[src/dssp_pkg.sv]
// types, codes and helper functions of the delta snapshot stream parser
// used by dssp_res_queue and delta_snapshot_stream_parser; no dependencies
package dssp_pkg;

  localparam int unsigned ID_BYTES_DEFAULT = 8;
  localparam int unsigned RES_QUEUE_DEPTH  = 4;
  localparam int unsigned CFG_IDX_W        = 1;

  // register indexes
  localparam logic [CFG_IDX_W-1:0] REG_EXPECTED_VERSION = 1'd0;
  localparam logic [CFG_IDX_W-1:0] REG_TOMBSTONE_COUNT  = 1'd1;

  // result kinds
  localparam logic [2:0] KIND_HEADER    = 3'd0;
  localparam logic [2:0] KIND_ENTITY    = 3'd1;
  localparam logic [2:0] KIND_TOMBSTONE = 3'd2;
  localparam logic [2:0] KIND_COMP_HDR  = 3'd3;
  localparam logic [2:0] KIND_DATA      = 3'd4;
  localparam logic [2:0] KIND_OK        = 3'd5;
  localparam logic [2:0] KIND_ERROR     = 3'd6;

  // error codes
  localparam logic [2:0] ERR_SHORT_HEADER = 3'd0;
  localparam logic [2:0] ERR_VERSION      = 3'd1;
  localparam logic [2:0] ERR_ID           = 3'd2;
  localparam logic [2:0] ERR_COUNT        = 3'd3;
  localparam logic [2:0] ERR_COMP_HDR     = 3'd4;
  localparam logic [2:0] ERR_DATA         = 3'd5;

  typedef enum logic [3:0] {
    PH_HDR0  = 4'd0,
    PH_HDR1  = 4'd1,
    PH_HDR2  = 4'd2,
    PH_HDR3  = 4'd3,
    PH_HDR4  = 4'd4,
    PH_HDR5  = 4'd5,
    PH_ID    = 4'd6,
    PH_COUNT = 4'd7,
    PH_TYPE  = 4'd8,
    PH_LEN   = 4'd9,
    PH_DATA  = 4'd10,
    PH_SKIP  = 4'd11
  } phase_e;

  typedef struct packed {
    logic [7:0] data_byte;
    logic       last_byte;
  } in_item_t;

  typedef struct packed {
    logic [2:0]  kind;
    logic [63:0] value;
    logic [2:0]  header_field;
    logic [15:0] type_id;
    logic [15:0] length;
    logic [2:0]  error_code;
    logic        last_of_step;
  } res_item_t;

  // results of one accepted byte, at most two
  typedef struct packed {
    logic [1:0] count;
    res_item_t  r0;
    res_item_t  r1;
  } res_pair_t;

  // bytes in each header field
  function automatic logic [3:0] hdr_size(input logic [2:0] idx);
    logic [3:0] s;
    case (idx)
      3'd0:    s = 4'd4;
      3'd1:    s = 4'd8;
      3'd2:    s = 4'd8;
      3'd3:    s = 4'd8;
      3'd4:    s = 4'd4;
      3'd5:    s = 4'd4;
      default: s = 4'd4;
    endcase
    return s;
  endfunction

  function automatic res_item_t mk_res(input logic [2:0]  kind,
                                       input logic [63:0] value,
                                       input logic [2:0]  hf,
                                       input logic [15:0] type_id,
                                       input logic [15:0] length,
                                       input logic [2:0]  err);
    res_item_t r;
    r.kind         = kind;
    r.value        = value;
    r.header_field = hf;
    r.type_id      = type_id;
    r.length       = length;
    r.error_code   = err;
    r.last_of_step = 1'b0;
    return r;
  endfunction

endpackage

[src/dssp_res_queue.sv]
// result queue of the snapshot parser: takes up to two results a cycle,
// hands out one a cycle over valid/ready; depends on dssp_pkg
module dssp_res_queue #(
  parameter int unsigned DEPTH = dssp_pkg::RES_QUEUE_DEPTH
) (
  input  logic                 clk_i,
  input  logic                 rst_ni,
  input  dssp_pkg::res_pair_t  push_i,
  output logic                 room_o,
  output logic                 out_valid_o,
  input  logic                 out_ready_i,
  output dssp_pkg::res_item_t  out_data_o
);
  import dssp_pkg::*;

  localparam int unsigned PW = (DEPTH > 1) ? $clog2(DEPTH) : 1;
  localparam int unsigned LW = $clog2(DEPTH + 1);

  res_item_t         mem_q [DEPTH];
  logic [PW-1:0]     wr_q, wr_d, rd_q, rd_d, wr1, wr2;
  logic [LW-1:0]     level_q, level_d;
  logic              pop;

  function automatic logic [PW-1:0] wrap_inc(input logic [PW-1:0] p);
    return (p == PW'(DEPTH - 1)) ? '0 : p + PW'(1);
  endfunction

  assign wr1 = wrap_inc(wr_q);
  assign wr2 = wrap_inc(wr1);

  assign out_valid_o = (level_q != '0);
  assign out_data_o  = mem_q[rd_q];
  assign pop         = out_valid_o && out_ready_i;
  // room for the worst case of two results from the next item
  assign room_o      = (level_q <= LW'(DEPTH - 2));

  always_comb begin
    case (push_i.count)
      2'd1:    wr_d = wr1;
      2'd2:    wr_d = wr2;
      default: wr_d = wr_q;
    endcase
    rd_d    = pop ? wrap_inc(rd_q) : rd_q;
    level_d = level_q + LW'(push_i.count) - LW'(pop);
  end

  always_ff @(posedge clk_i or negedge rst_ni) begin
    if (!rst_ni) begin
      wr_q    <= '0;
      rd_q    <= '0;
      level_q <= '0;
    end else begin
      wr_q    <= wr_d;
      rd_q    <= rd_d;
      level_q <= level_d;
    end
  end

  always_ff @(posedge clk_i) begin
    if (push_i.count != 2'd0) begin
      mem_q[wr_q] <= push_i.r0;
    end
    if (push_i.count == 2'd2) begin
      mem_q[wr1] <= push_i.r1;
    end
  end

endmodule

[src/delta_snapshot_stream_parser.sv]
// top level of the delta snapshot stream parser: byte parser state and step logic
// depends on dssp_pkg and dssp_res_queue
//
// Takes one snapshot byte per cycle and writes the results that the byte causes
// (none, one or two) into a four-entry result queue, which hands out one result
// per cycle while out_ready_i is high. A byte is taken whenever the queue holds
// two results or fewer, so bytes that cause at most one result each stream at
// one per cycle; each byte that causes two results (a header field, entity,
// tombstone, component header or data byte followed by ok or an error) fills
// two queue entries. The header is
// little endian: version 4 bytes, tick, sequence and ack 8 each, entity count
// and payload size 4 each; entity ids are ENTITY_ID_BYTES bytes. Bytes after
// ok or an error give no result until the packet's last byte. Configuration
// writes are to be made only while the block is idle.
module delta_snapshot_stream_parser #(
  parameter int unsigned ENTITY_ID_BYTES = dssp_pkg::ID_BYTES_DEFAULT,
  parameter int unsigned RES_DEPTH       = dssp_pkg::RES_QUEUE_DEPTH
) (
  input  logic                              clk_i,
  input  logic                              rst_ni,
  input  logic                              in_valid_i,
  output logic                              in_ready_o,
  input  dssp_pkg::in_item_t                in_data_i,
  output logic                              out_valid_o,
  input  logic                              out_ready_i,
  output dssp_pkg::res_item_t               out_data_o,
  input  logic                              cfg_we_i,
  input  logic [dssp_pkg::CFG_IDX_W-1:0]    cfg_index_i,
  input  logic [31:0]                       cfg_data_i
);
  import dssp_pkg::*;

  logic [31:0] exp_ver_q;
  logic [15:0] tomb_q;

  phase_e      ph_q, ph_d, ph;
  logic [3:0]  bif_q, bif_d;
  logic [63:0] asm_q, asm_d;
  logic [31:0] ent_q, ent_d;
  logic [15:0] comp_q, comp_d;
  logic [15:0] dl_q, dl_d;
  logic [15:0] held_q, held_d;

  logic        accept;
  res_pair_t   push;

  assign accept = in_valid_i && in_ready_o;

  always_comb begin
    res_item_t   res [2];
    logic [1:0]  n;
    logic [7:0]  b;
    logic [63:0] asm_acc;
    logic [3:0]  bif_inc;
    logic [15:0] held_new;
    logic        fin_comp;
    logic        fin_ent;
    logic [2:0]  code;

    b        = in_data_i.data_byte;
    asm_acc  = asm_q | ({56'd0, b} << {bif_q[2:0], 3'b000});
    bif_inc  = bif_q + 4'd1;
    held_new = (bif_q != 4'd0) ? (held_q | {b, 8'd0}) : {8'd0, b};
    res[0]   = '0;
    res[1]   = '0;
    n        = 2'd0;
    fin_comp = 1'b0;
    fin_ent  = 1'b0;
    code     = ERR_SHORT_HEADER;

    ph     = (ph_q > PH_SKIP) ? PH_SKIP : ph_q;
    ph_d   = ph;
    bif_d  = bif_q;
    asm_d  = asm_q;
    ent_d  = ent_q;
    comp_d = comp_q;
    dl_d   = dl_q;
    held_d = held_q;

    if (ph < PH_ID) begin
      asm_d = asm_acc;
      bif_d = bif_inc;
      if (bif_inc >= hdr_size(ph[2:0])) begin
        res[n[0]] = mk_res(KIND_HEADER, asm_acc, ph[2:0], '0, '0, '0);
        n = n + 2'd1;
        bif_d = '0;
        asm_d = '0;
        ph_d  = phase_e'(ph + 4'd1);
        if (ph == PH_HDR0) begin
          // version mismatch flag lives in data_left during the header
          dl_d = {15'd0, asm_acc[31:0] != exp_ver_q};
        end
        if (ph == PH_HDR4) begin
          ent_d = asm_acc[31:0];
        end
        if (ph == PH_HDR5) begin
          if (dl_q != 16'd0) begin
            res[n[0]] = mk_res(KIND_ERROR, '0, '0, '0, '0, ERR_VERSION);
            n = n + 2'd1;
            ph_d  = PH_SKIP;
            bif_d = bif_inc;
            asm_d = asm_acc;
          end else if (ent_q == 32'd0) begin
            res[n[0]] = mk_res(KIND_OK, '0, '0, '0, '0, '0);
            n = n + 2'd1;
            ph_d  = PH_SKIP;
            bif_d = bif_inc;
            asm_d = asm_acc;
          end else begin
            dl_d = '0;
            ph_d = PH_ID;
          end
        end
      end
    end else begin
      case (ph)
        PH_ID: begin
          asm_d = asm_acc;
          bif_d = bif_inc;
          if (bif_inc >= 4'(ENTITY_ID_BYTES)) begin
            ph_d   = PH_COUNT;
            bif_d  = '0;
            held_d = '0;
          end
        end
        PH_COUNT: begin
          held_d = held_new;
          bif_d  = bif_inc;
          if (bif_inc >= 4'd2) begin
            if (held_new == tomb_q) begin
              res[n[0]] = mk_res(KIND_TOMBSTONE, asm_q, '0, '0, held_new, '0);
              n = n + 2'd1;
              fin_ent = 1'b1;
            end else begin
              res[n[0]] = mk_res(KIND_ENTITY, asm_q, '0, '0, held_new, '0);
              n = n + 2'd1;
              comp_d = held_new;
              if (held_new == 16'd0) begin
                fin_ent = 1'b1;
              end else begin
                ph_d  = PH_TYPE;
                bif_d = '0;
                asm_d = '0;
              end
            end
          end
        end
        PH_TYPE: begin
          asm_d = asm_acc;
          bif_d = bif_inc;
          if (bif_inc >= 4'd2) begin
            held_d = asm_acc[15:0];
            ph_d   = PH_LEN;
            bif_d  = '0;
            asm_d  = '0;
          end
        end
        PH_LEN: begin
          asm_d = asm_acc;
          bif_d = bif_inc;
          if (bif_inc >= 4'd2) begin
            dl_d = asm_acc[15:0];
            res[n[0]] = mk_res(KIND_COMP_HDR, '0, '0, held_q, asm_acc[15:0], '0);
            n = n + 2'd1;
            if (asm_acc[15:0] == 16'd0) begin
              fin_comp = 1'b1;
            end else begin
              ph_d  = PH_DATA;
              bif_d = '0;
              asm_d = '0;
            end
          end
        end
        PH_DATA: begin
          res[n[0]] = mk_res(KIND_DATA, {56'd0, b}, '0, '0, '0, '0);
          n = n + 2'd1;
          dl_d = dl_q - 16'd1;
          if (dl_d == 16'd0) begin
            fin_comp = 1'b1;
          end
        end
        default: begin
        end
      endcase
    end

    if (fin_comp) begin
      comp_d = comp_q - 16'd1;
      if (comp_d == 16'd0) begin
        fin_ent = 1'b1;
      end else begin
        ph_d  = PH_TYPE;
        bif_d = '0;
        asm_d = '0;
      end
    end

    if (fin_ent) begin
      ent_d = ent_q - 32'd1;
      if (ent_d == 32'd0) begin
        res[n[0]] = mk_res(KIND_OK, '0, '0, '0, '0, '0);
        n = n + 2'd1;
        ph_d = PH_SKIP;
      end else begin
        ph_d  = PH_ID;
        bif_d = '0;
        asm_d = '0;
      end
    end

    if (in_data_i.last_byte) begin
      if (ph_d != PH_SKIP) begin
        case (ph_d)
          PH_ID:    code = ERR_ID;
          PH_COUNT: code = ERR_COUNT;
          PH_DATA:  code = ERR_DATA;
          PH_TYPE:  code = ERR_COMP_HDR;
          PH_LEN:   code = ERR_COMP_HDR;
          default:  code = ERR_SHORT_HEADER;
        endcase
        res[n[0]] = mk_res(KIND_ERROR, '0, '0, '0, '0, code);
        n = n + 2'd1;
      end
      ph_d   = PH_HDR0;
      bif_d  = '0;
      asm_d  = '0;
      ent_d  = '0;
      comp_d = '0;
      dl_d   = '0;
      held_d = '0;
    end

    if (n != 2'd0) begin
      res[1'(n - 2'd1)].last_of_step = 1'b1;
    end

    push.count = accept ? n : 2'd0;
    push.r0    = res[0];
    push.r1    = res[1];
  end

  always_ff @(posedge clk_i or negedge rst_ni) begin
    if (!rst_ni) begin
      ph_q   <= PH_HDR0;
      bif_q  <= '0;
      asm_q  <= '0;
      ent_q  <= '0;
      comp_q <= '0;
      dl_q   <= '0;
      held_q <= '0;
    end else if (accept) begin
      ph_q   <= ph_d;
      bif_q  <= bif_d;
      asm_q  <= asm_d;
      ent_q  <= ent_d;
      comp_q <= comp_d;
      dl_q   <= dl_d;
      held_q <= held_d;
    end
  end

  always_ff @(posedge clk_i or negedge rst_ni) begin
    if (!rst_ni) begin
      exp_ver_q <= 32'd1;
      tomb_q    <= 16'hFFFF;
    end else if (cfg_we_i) begin
      case (cfg_index_i)
        REG_EXPECTED_VERSION: exp_ver_q <= cfg_data_i;
        REG_TOMBSTONE_COUNT:  tomb_q    <= cfg_data_i[15:0];
        default: begin
        end
      endcase
    end
  end

  dssp_res_queue #(
    .DEPTH (RES_DEPTH)
  ) u_res_queue (
    .clk_i       (clk_i),
    .rst_ni      (rst_ni),
    .push_i      (push),
    .room_o      (in_ready_o),
    .out_valid_o (out_valid_o),
    .out_ready_i (out_ready_i),
    .out_data_o  (out_data_o)
  );

endmodule

[config.mk]
export PLATFORM = sky130hd
export DESIGN_NAME = delta_snapshot_stream_parser
export DESIGN_NICKNAME = d
export VERILOG_FILES = /design/src/dssp_pkg.sv /design/src/dssp_res_queue.sv /design/src/delta_snapshot_stream_parser.sv
export SDC_FILE = /design/constraint.sdc
export NUM_CORES = 1
export LEC_CHECK = 0
export BUFFER_PORTS_ARGS = -buffer_cell sky130_fd_sc_hd__buf_2
export CORE_ASPECT_RATIO = 1.5
export CORE_MARGIN = 2
export CORE_UTILIZATION = 40
export DETAILED_ROUTE_END_ITERATION = 12
export MAX_ROUTING_LAYER = met4
export PLACE_DENSITY = 0.53
export SETUP_SLACK_MARGIN = 0.02
export SYNTH_ARGS = -nofsm -noshare
export SYNTH_HDL_FRONTEND = slang
export SYNTH_HIERARCHICAL = 1
export SYNTH_SLANG_ARGS = --single-unit
[constraint.sdc]
create_clock -name clk_i -period 31 [get_ports clk_i]
set_input_delay 6.2 -clock clk_i [delete_from_list [all_inputs] [get_ports clk_i]]
set_output_delay 6.2 -clock clk_i [all_outputs]
set_load 0.01 [all_outputs]
# == Yosys cells after proc, flatten, opt, wreduce, memory -nomap -nowiden ==
# Memory sizes are Yosys's and may differ from the RTL's.
# Index checks and enable logic that the tools add are counted.
# word_totals
ff_bits,207
mem_bits_rw,424
inputBits,47
out_inout_bits,108
wordCells,251
n_memories,1
# memory_table
memory,depth,word_bits,rd,rd_ports_with_merged_regs,write_ports,line,source
u_res_queue.mem_q,4,106,1,0,2,dssp_res_queue.sv:19,res_item_t mem_q [DEPTH];
# op_classes
addsub,13
magnitude_cmp,12
eq_ne,30
shifts,1
muxes,139
bitwise,9
n_reduce_logical,34
# op_table
cell,count
$mux W212,5
$mux W64,16
$mux W106,7
$bwmux W212,2
$demux W106 S1,3
$pmux W106 S3,1
$mux W105,3
$mux W16,18
$pmux W64 S4,1
$mux W209,1
$and A208 B208 Y208,1
$not A208 Y208,1
$mux W32,5
$mux W4,37
$logic_not A16 Y1,4
$logic_not A32 Y1,2
$or A64 B64 Y64,1
$shl A8 B6 Y64,1
$pmux W16 S3,1
$ne A32 B32 Y1,1
$pmux W16 S2,1
$pmux W4 S4,2
$sub A16 B1 Y16 const B,2
$sub A32 B1 Y32 const B,1
other kinds (45),121

# == Logic depth before layout (Yosys ltp) ==
# Gate-level depths: netlist of the first run.
# logic_depth
depth_word,23
ltp_mapped,27
depth_no_buf,22

# == Modules after synthesis ==
# Netlist of the first run, hierarchy kept.
# by_module_without_submodules
module,instances,cells_each,area_per_inst_um2,seq_area_each_um2
dssp_res_queue,1,1082,20893.8,12907.4
delta_snapshot_stream_parser,1,1727,13830.8,5026.1

# == Worst setup path before layout of the first run ==
# OpenSTA, ideal clock, no wires.
# synth_timing
path_type,input -> register
start,input port in_data_i[2] (netlist name)
end,"memory u_res_queue/mem_q[0][0] (netlist name), enable pin"
t_arrival_ps,17015
required_time_ps,30283
path_slack_ps,13268
cell_stages,14
n_path_buf,1
path_cell_list,clkbuf_1 -> nor3b_1 -> a2111oi_0 -> nand3_1 -> or4_1 -> o31ai_1 -> a2bb2oi_1 -> and2b_4 -> a21oi_2 -> o21ai_1 -> mux2i_1 -> inv_1 -> ha_1 -> o21ai_0
# synth_lines
element,line,source
from (decl),delta_snapshot_stream_parser.sv:23,"input dssp_pkg::in_item_t in_data_i,"
to (decl),dssp_res_queue.sv:19,

==> impl_metrics.py, run 1 <==
metrics = {
    "critical_path": {
        "crit_top_cell": "buf_4",
        "rr_worst_depth": 23,
        "regToRegEndpoint": "u_res_queue/mem_q[2][29]",
        "crit_type": "in2reg",
        "cp-end-kind": "flop",
        "worstPathRequired_ps": 31240,
        "r2r-start": "ph_q[3]",
        "crit_path_max_fanout": 50,
        "cp_slowest_cell": "buf_4",
        "slowest_delay_ps": 800,
        "worst_ep_arrival_time_ps": 13620,
        "critPathLaunchType": "input pin",
        "cp_top_family": "compound AO/OA/AOI/OAI gates",
        "path_buf_inv": 4,
        "path_cells": "buf_2 -> nor3b_1 -> a2111oi_0 -> nand3_1 -> or4_1 -> o31ai_1 -> nor4b_1 -> nor3_1 -> a21oi_2 -> o21ai_1 -> mux2i_1 -> inv_1 -> ha_1 -> nand2_4 -> o21ai_4 -> buf_4 -> buf_4",
        "worst-r2r-setup-slack_ps": 22540,
    },
    "floorplanning": {
        "die_h_microns": 365,
        "initial_utilization": 0.403,
        "num_rows": 132,
        "die_w_microns": 245,
        "die-area_sq_um": 89200,
        "core_sq_um": 86200,
        "ios": 155,
    },
    "sta": {
        "rsz0062_at_grt": "false",
        "maxSlewHeadroom": 0.00593,
        "finalCritPeriodShare": 0.432,
        "clock.fmax_ghz": 0.0748,
        "finClkSkew_ps": 26.6,
        "hold_viol_final": 0,
        "finalSetupTns_ps": 0,
        "setup_viol": 0,
        "worst_pin_slew_ps": 1450,
        "min_period_ps": 13380,
        "finalMaxSlewViolations": 0,
    },
    "detailed_routing": {
        "ant_nets": 0,
        "wl_microns": 119000,
        "drc": 0,
        "drt-initial-drc-count": 1959,
        "wire_per_inst_microns": 26.4,
        "vias_per_cell": 5.65,
        "dr.pass1.iters": 7,
        "via_count": 25400,
    },
    "outcome": {
        "status": "complete, but fails checks",
        "violations": "capacitance limit",
    },
    "power": {
        "p_int_w": 0.00209,
        "p_comb_frac": 0.422,
        "ir_worst_vdd_v": 0.0000480,
        "swShare": 0.408,
        "clkPwrFrac": 0.234,
        "p_sw_w": 0.00144,
        "power.leakage_nw": 16.4,
        "power_frac_seq": 0.345,
        "powerDensity_nw_per_um2": 87.4,
    },
    "logic_synthesis": {
        "ys_warn_count": 6,
        "ys_ff_latch": 631,
        "synth_cells": 2809,
        "seq_area_frac_synth": 0.516,
        "synth.avg_cell_area_sq_um": 12.4,
        "synth-main-ff-cell": "edfxtp_1",
        "netlist_area_sq_um": 34700,
        "async_reset_ff_frac": 0.328,
        "synth_edf_count": 424,
        "yosysUniqueCellTypes": 92,
    },
    "final_layout": {
        "utilization": 0.467,
        "final-seq-area_sq_um": 17900,
        "syn2layout_area_growth_pct": 16.0,
        "drive_above_1_share": 0.253,
        "num-nets-final": 3381,
        "n_fill_cell": 8038,
        "multi_input_area_sq_um": 17300,
    },
    "grt": {
        "grt_use_total": 0.274,
        "grt_max_degree": 90,
        "grt_pass1_wl_microns": 175000,
        "antenna_found_initial": 1,
        "grt-ovfl-total": 0,
        "first_global_vias": 25700,
    },
    "clocking": {
        "cts_sinks": 631,
        "clock_latency_ps": 630,
        "clockBufferDepth": 3,
        "cts_resized": 0,
        "clk_pin_slew_worst_paths_ps": 60,
        "htreeDepth": 3,
        "cts_setup_buffers": 0,
        "cts-root-buf": "clkbuf_16",
        "cts_tree": "done",
        "hold_buffers": 0,
        "numCtsBuffers": 68,
    },
    "min_path": {
        "holdCritPathClass": "reg2reg",
        "min_from": "u_res_queue/level_q[2]",
        "min_path_cells": 1,
        "hold-path-endpoint": "u_res_queue/level_q[2]",
    },
    "placement": {
        "gp_congestion": 0.972,
        "place.port_buffers": 154,
        "place_hpwl_microns": 82100,
    },
    "job": {
        "drv_cap": 1,
    },
}
## sequential cells by signal (all words and copies together), names as in the netlist
| register | flops |
|---|---|
| asm_q | 64 |
| u_res_queue/wr_q | 2 |
| bif_q | 4 |
| dl_q | 16 |
| comp_q | 16 |
| tomb_q | 16 |
| u_res_queue/mem_q | 424 |
| ph_q | 4 |
| u_res_queue/level_q | 3 |
| exp_ver_q | 32 |
| held_q | 16 |
| ent_q | 32 |
| u_res_queue/rd_q | 2 |
## power groups by stage
stage	sequential [W]	clock (W)	combinational (W)
6_report	0.00121	0.000824	0.00149
5_1_grt	0.00123	0.000874	0.00159
4_1_cts	0.00121	0.000844	0.00149
3_5_place_dp	0.00123	0	0.00149
3_3_place_gp	0.00122	0	0.00149
2_1_floorplan	0.00118	0	0.000955
## placed cells by master, fill, tap and decap left out, types with 64 or more instances in the layout
cell,Yosys,layout
mux2_1,116,116
mux2_2,365,365
buf_2,54,153
nor2_1,286,285
a21oi_1,127,127
conb_1,1,396
nand2_1,142,142
buf_4,11,64
clkbuf_16,0,70
o21ai_0,177,173
mux4_2,106,106
dfrtp_1,190,188
nor3_1,67,65
edfxtp_1,424,424
## synth_stat cells, types with 12 or more instances
master / n / share of area
edfxtp_1: 424 / 0.37
a22o_1: 36 / 0.0091
dfrtp_1: 190 / 0.14
inv_1: 41 / 0.0044
ha_1: 30 / 0.011
o21ai_0: 177 / 0.026
nand3_1: 30 / 0.0043
xor2_1: 21 / 0.0053
and3_1: 28 / 0.0050
nand2_1: 142 / 0.015
a21o_1: 12 / 0.0026
nor4_1: 25 / 0.0045
nand4_1: 17 / 0.0031
mux4_2: 106 / 0.069
buf_2: 54 / 0.0078
mux2_2: 365 / 0.12
nand2b_1: 16 / 0.0029
xnor2_1: 35 / 0.0088
a22oi_1: 50 / 0.011
a21oi_1: 127 / 0.018
or3_1: 13 / 0.0023
nor3_1: 67 / 0.0097
mux2_1: 116 / 0.038
dfstp_2: 17 / 0.013
clkbuf_1: 104 / 0.011
nor2_1: 286 / 0.031
nor2b_1: 14 / 0.0025
o31ai_1: 21 / 0.0045
and2_1: 13 / 0.0023
## layout make-up
cell class                      count  area share
Multi-Input combinational cell   2341       0.429
Antenna cell                        2    0.000124
Sequential cell                   631       0.445
Clock inverter                     32     0.00857
Inverter                           42     0.00391
Tap cell                         1139      0.0354
Clock buffer                       90      0.0458
Timing Repair Buffer              219      0.0318
## kinds of logic after synthesis
group	after synthesis	synth area share
compound gates	549	0.102
xor+xnor	56	0.0141
fa+ha+maj	31	0.0114
buf+inv	232	0.0310
flops	631	0.516
mux	593	0.226
other cells	1	0.000108
simple gates	716	0.0989
## metal layers
metal / wire [microns] / part of all wire / GRT usage / vias up
met1: 48200 / 0.41 / 0.337 / 13100
li1: - / - / - / 11300
met4: 5390 / 0.045 / 0.118 / 0
met2: 59600 / 0.50 / 0.458 / 775
met5: 0 / 0 / - / -
met3: 5370 / 0.045 / 0.0294 / 226
## through the flow
step | worst slack (ps) | instance area [sq um] | total power (W) | hold slack (ps) | std cells
2_1_floorplan | 13270 | 36200 | 0.00214 | 462 | 3204
6_report | 17620 | 40300 | 0.00352 | 490 | 4496
4_1_cts | 17640 | 40300 | 0.00355 | 493 | 4494
3_5_place_dp | 17000 | 38100 | 0.00272 | 481 | 4372
3_3_place_gp | 17000 | 38100 | 0.00271 | 476 | 4372
5_1_grt | 17160 | 40300 | 0.00369 | 502 | 4495
## worst reg2reg max path, cell delays in order, from the launching register on
cell and delay [ps]:
dfrtp_1 650, a21o_1 240, inv_1 160, ha_1 340, inv_1 110, nand2_1 60
a21oi_1 220, ha_1 270, a21bo_2 210, a21oi_1 380, nand2b_1 350, o32a_1 200
o31ai_1 100, a221o_1 280, nor3_1 650, a21oi_2 160, o21ai_1 430, mux2i_1 180
inv_1 110, ha_1 440, nand2_4 540, o21ai_4 380, buf_4 660, buf_4 900
## worst max-delay path by stage
stage | from | cells past startpoint | slack (ps) | endpoint
finish | in_data_i[2] | 17 | 17620 | u_res_queue/mem_q[2][29]
global placement | in_data_i[2] | 17 | 17000 | u_res_queue/mem_q[0][14]
global route | in_data_i[2] | 17 | 17160 | u_res_queue/mem_q[0][15]
detailed placement | in_data_i[2] | 17 | 17000 | u_res_queue/mem_q[0][13]
CTS | in_data_i[2] | 17 | 17640 | u_res_queue/mem_q[0][13]
floorplan | in_data_i[2] | 14 | 13270 | u_res_queue/mem_q[0][0]
(Power assumes the default switching activity.)
==> inputs of run 2 (changes only) <==
==> constraint.sdc (replaced) <==
create_clock -name clk_i -period 12.9 [get_ports clk_i]
set_input_delay 2.58 -clock clk_i [delete_from_list [all_inputs] [get_ports clk_i]]
set_output_delay 2.58 -clock clk_i [all_outputs]
set_load 0.01 [all_outputs]
==> run 2 against run 1 <==
  * Sequential share of layout area is 0.12 points lower
  * Critical endpoint is now u_res_queue/mem_q[0][14]
  * Clock skew about the same
  * Non-clock buffer count grew 2
  * Clock power rose by 140%
  * Sequential cell count is the same
  * Cell area up 0.27%
  * Register-to-register slack worse by 18000 ps
  * Die area unchanged
  * First-iteration DRC count increased by 10%
  * The run now ends clean
  * Total power grew 140%
  * Global-route usage down 1.0 points
==> impl_metrics.py, run 2 (same netlist as run 1, synthesis figures left out) <==
metrics = {
    "outcome": {
        "status": "finished, final reports clean",
    },
    "sta": {
        "finClkSkew_ps": 26.6,
        "min_period_ps": 9230,
        "finalHoldWorstSlack_ps": 493,
        "hold_viol_final": 0,
        "setup_viol": 0,
        "finalSetupTns_ps": 0,
        "worst_pin_slew_ps": 1260,
        "finalMaxSlewViolations": 0,
        "maxSlewHeadroom": 0.136,
        "finalCritPeriodShare": 0.716,
        "rsz0062_at_grt": "false",
        "clock.fmax_ghz": 0.108,
    },
    "final_layout": {
        "fin_cells": 4496,
        "reg_top3": "u_res_queue/mem_q (424), asm_q (64)",
        "utilization": 0.469,
        "n_fill_cell": 8024,
        "syn2layout_area_growth_pct": 16.3,
        "num-nets-final": 3382,
        "final_common_cell": "edfxtp_1",
        "largest_reg_flops": 424,
        "drive_above_1_share": 0.254,
        "top_register": "u_res_queue/mem_q",
        "final_cell_mix": "edfxtp_1, conb_1, mux2_2",
    },
    "clocking": {
        "cts-root-buf": "clkbuf_16",
        "clock_latency_ps": 620,
        "clk_pin_slew_worst_paths_ps": 60,
        "cts_resized": 0,
        "numCtsBuffers": 67,
        "cts_tree": "done",
        "cts_setup_buffers": 0,
        "clockBufferDepth": 3,
        "htreeDepth": 3,
        "hold_buffers": 0,
        "cts_sinks": 631,
    },
    "critical_path": {
        "cp_top_family": "simple AND/OR/NAND/NOR gates",
        "worst_ep_arrival_time_ps": 9710,
        "cp_slowest_cell": "buf_4",
        "critPathLaunchType": "input pin",
        "cp-end-kind": "flop",
        "path_cells": "buf_2 -> nor2b_1 -> a21oi_2 -> nand4_1 -> or4_1 -> and2_1 -> a221o_1 -> nor3_1 -> a21oi_2 -> o21ai_1 -> mux2i_1 -> inv_1 -> ha_1 -> nand2_4 -> buf_4 -> mux2_2",
        "slowest_delay_ps": 920,
        "crit_top_cell": "a21oi_2",
        "crit_path_max_fanout": 59,
        "worstPathRequired_ps": 13380,
        "crit_type": "in2reg",
        "path_buf_inv": 3,
    },
    "detailed_routing": {
        "wire_per_inst_microns": 25.4,
        "vias_per_cell": 5.64,
        "drc": 0,
        "dr.pass1.iters": 5,
        "drt-initial-drc-count": 2163,
        "ant_nets": 0,
        "via_count": 25300,
        "wl_microns": 114000,
    },
    "power": {
        "ir_worst_vdd_v": 0.000146,
        "powerDensity_nw_per_um2": 210,
        "power.leakage_nw": 16.5,
        "p_total_w": 0.00847,
    },
    "floorplanning": {
        "die_w_microns": 245,
        "num_rows": 132,
        "die-area_sq_um": 89200,
        "initial_utilization": 0.403,
        "die_h_microns": 365,
        "ios": 155,
        "core_sq_um": 86200,
    },
    "grt": {
        "first_global_vias": 25900,
        "grt_max_degree": 96,
        "grt_pass1_wl_microns": 171000,
        "grt-ovfl-total": 0,
        "grt_use_total": 0.264,
        "antenna_found_initial": 1,
    },
    "placement": {
        "place.port_buffers": 154,
        "gp_congestion": 0.926,
        "place_hpwl_microns": 76300,
        "dp_cells": 4374,
    },
    "min_path": {
        "holdCritPathClass": "reg2reg",
    },
    "job": {
        "drv_cap": 0,
    },
}
## run 2: changes by cell type in the layout (fill, tap and decap cells not counted), sizes merged
cell	before	now
buf	218	220
clkinv	18	20
inv	44	43
clkbuf	91	93
clkinvlp	6	1
## run 2: worst register-to-register path: stages, from the launching register on
cell,delay (ps)
dfrtp_1,990
inv_1,340
ha_1,300
or3b_1,670
mux2i_1,540
o221ai_1,200
or4_1,490
o31ai_1,270
buf_4,190
nor4b_1,70
nor3_1,660
a21oi_2,150
o21ai_1,440
mux2i_1,310
inv_1,100
ha_1,370
nand2_4,700
buf_4,990
mux2_2,390
## run 2: path summary, 6_finish.rpt
check	slack (ps)	cells after the start	from	to
setup / recovery	3670	16	in_data_i[3]	u_res_queue/mem_q[0][14]
hold / removal	490	1	asm_q[49]	asm_q[49]
setup reg to reg	4610	18	bif_q[1]	u_res_queue/mem_q[0][14]
hold reg to reg	490	1	asm_q[49]	asm_q[49]
max in group asynchronous	9410	2	rst_ni	asm_q[49]
min in group asynchronous	2050	1	rst_ni	ent_q[8]
## run 2: metal layers
metal / track usage / part of all wire
met5: - / 0
met4: 0.0990 / 0.038
met3: 0.0328 / 0.044
met2: 0.444 / 0.51
met1: 0.324 / 0.41
## run 2: cell type report
cell class	instances	area, sq um	share of cell area
Tap cell	1139	1430	0.0353
Inverter	42	158	0.00390
Timing Repair Buffer	221	1350	0.0333
Clock buffer	92	1900	0.0471
Clock inverter	28	333	0.00824
Antenna cell	2	5.00	0.000124
Sequential cell	631	17900	0.444
Multi-Input combinational cell	2341	17300	0.428
## run 2: metrics by stage
step / setup WS [ps] / cell area (sq um)
3_5_place_dp: 3150 / 38200
5_1_grt: 3400 / 40400
6_report: 3670 / 40400
2_1_floorplan: -1210 / 36200
3_3_place_gp: 2620 / 38200
4_1_cts: 3800 / 40400
## run 2: where the power goes
part	internal, W	total (W)	switching [W]
registers	0.00260	0.00288	0.000285
clock network	0.00116	0.00199	0.000828
logic	0.00128	0.00360	0.00232
total	0.00504	0.00847	0.00343
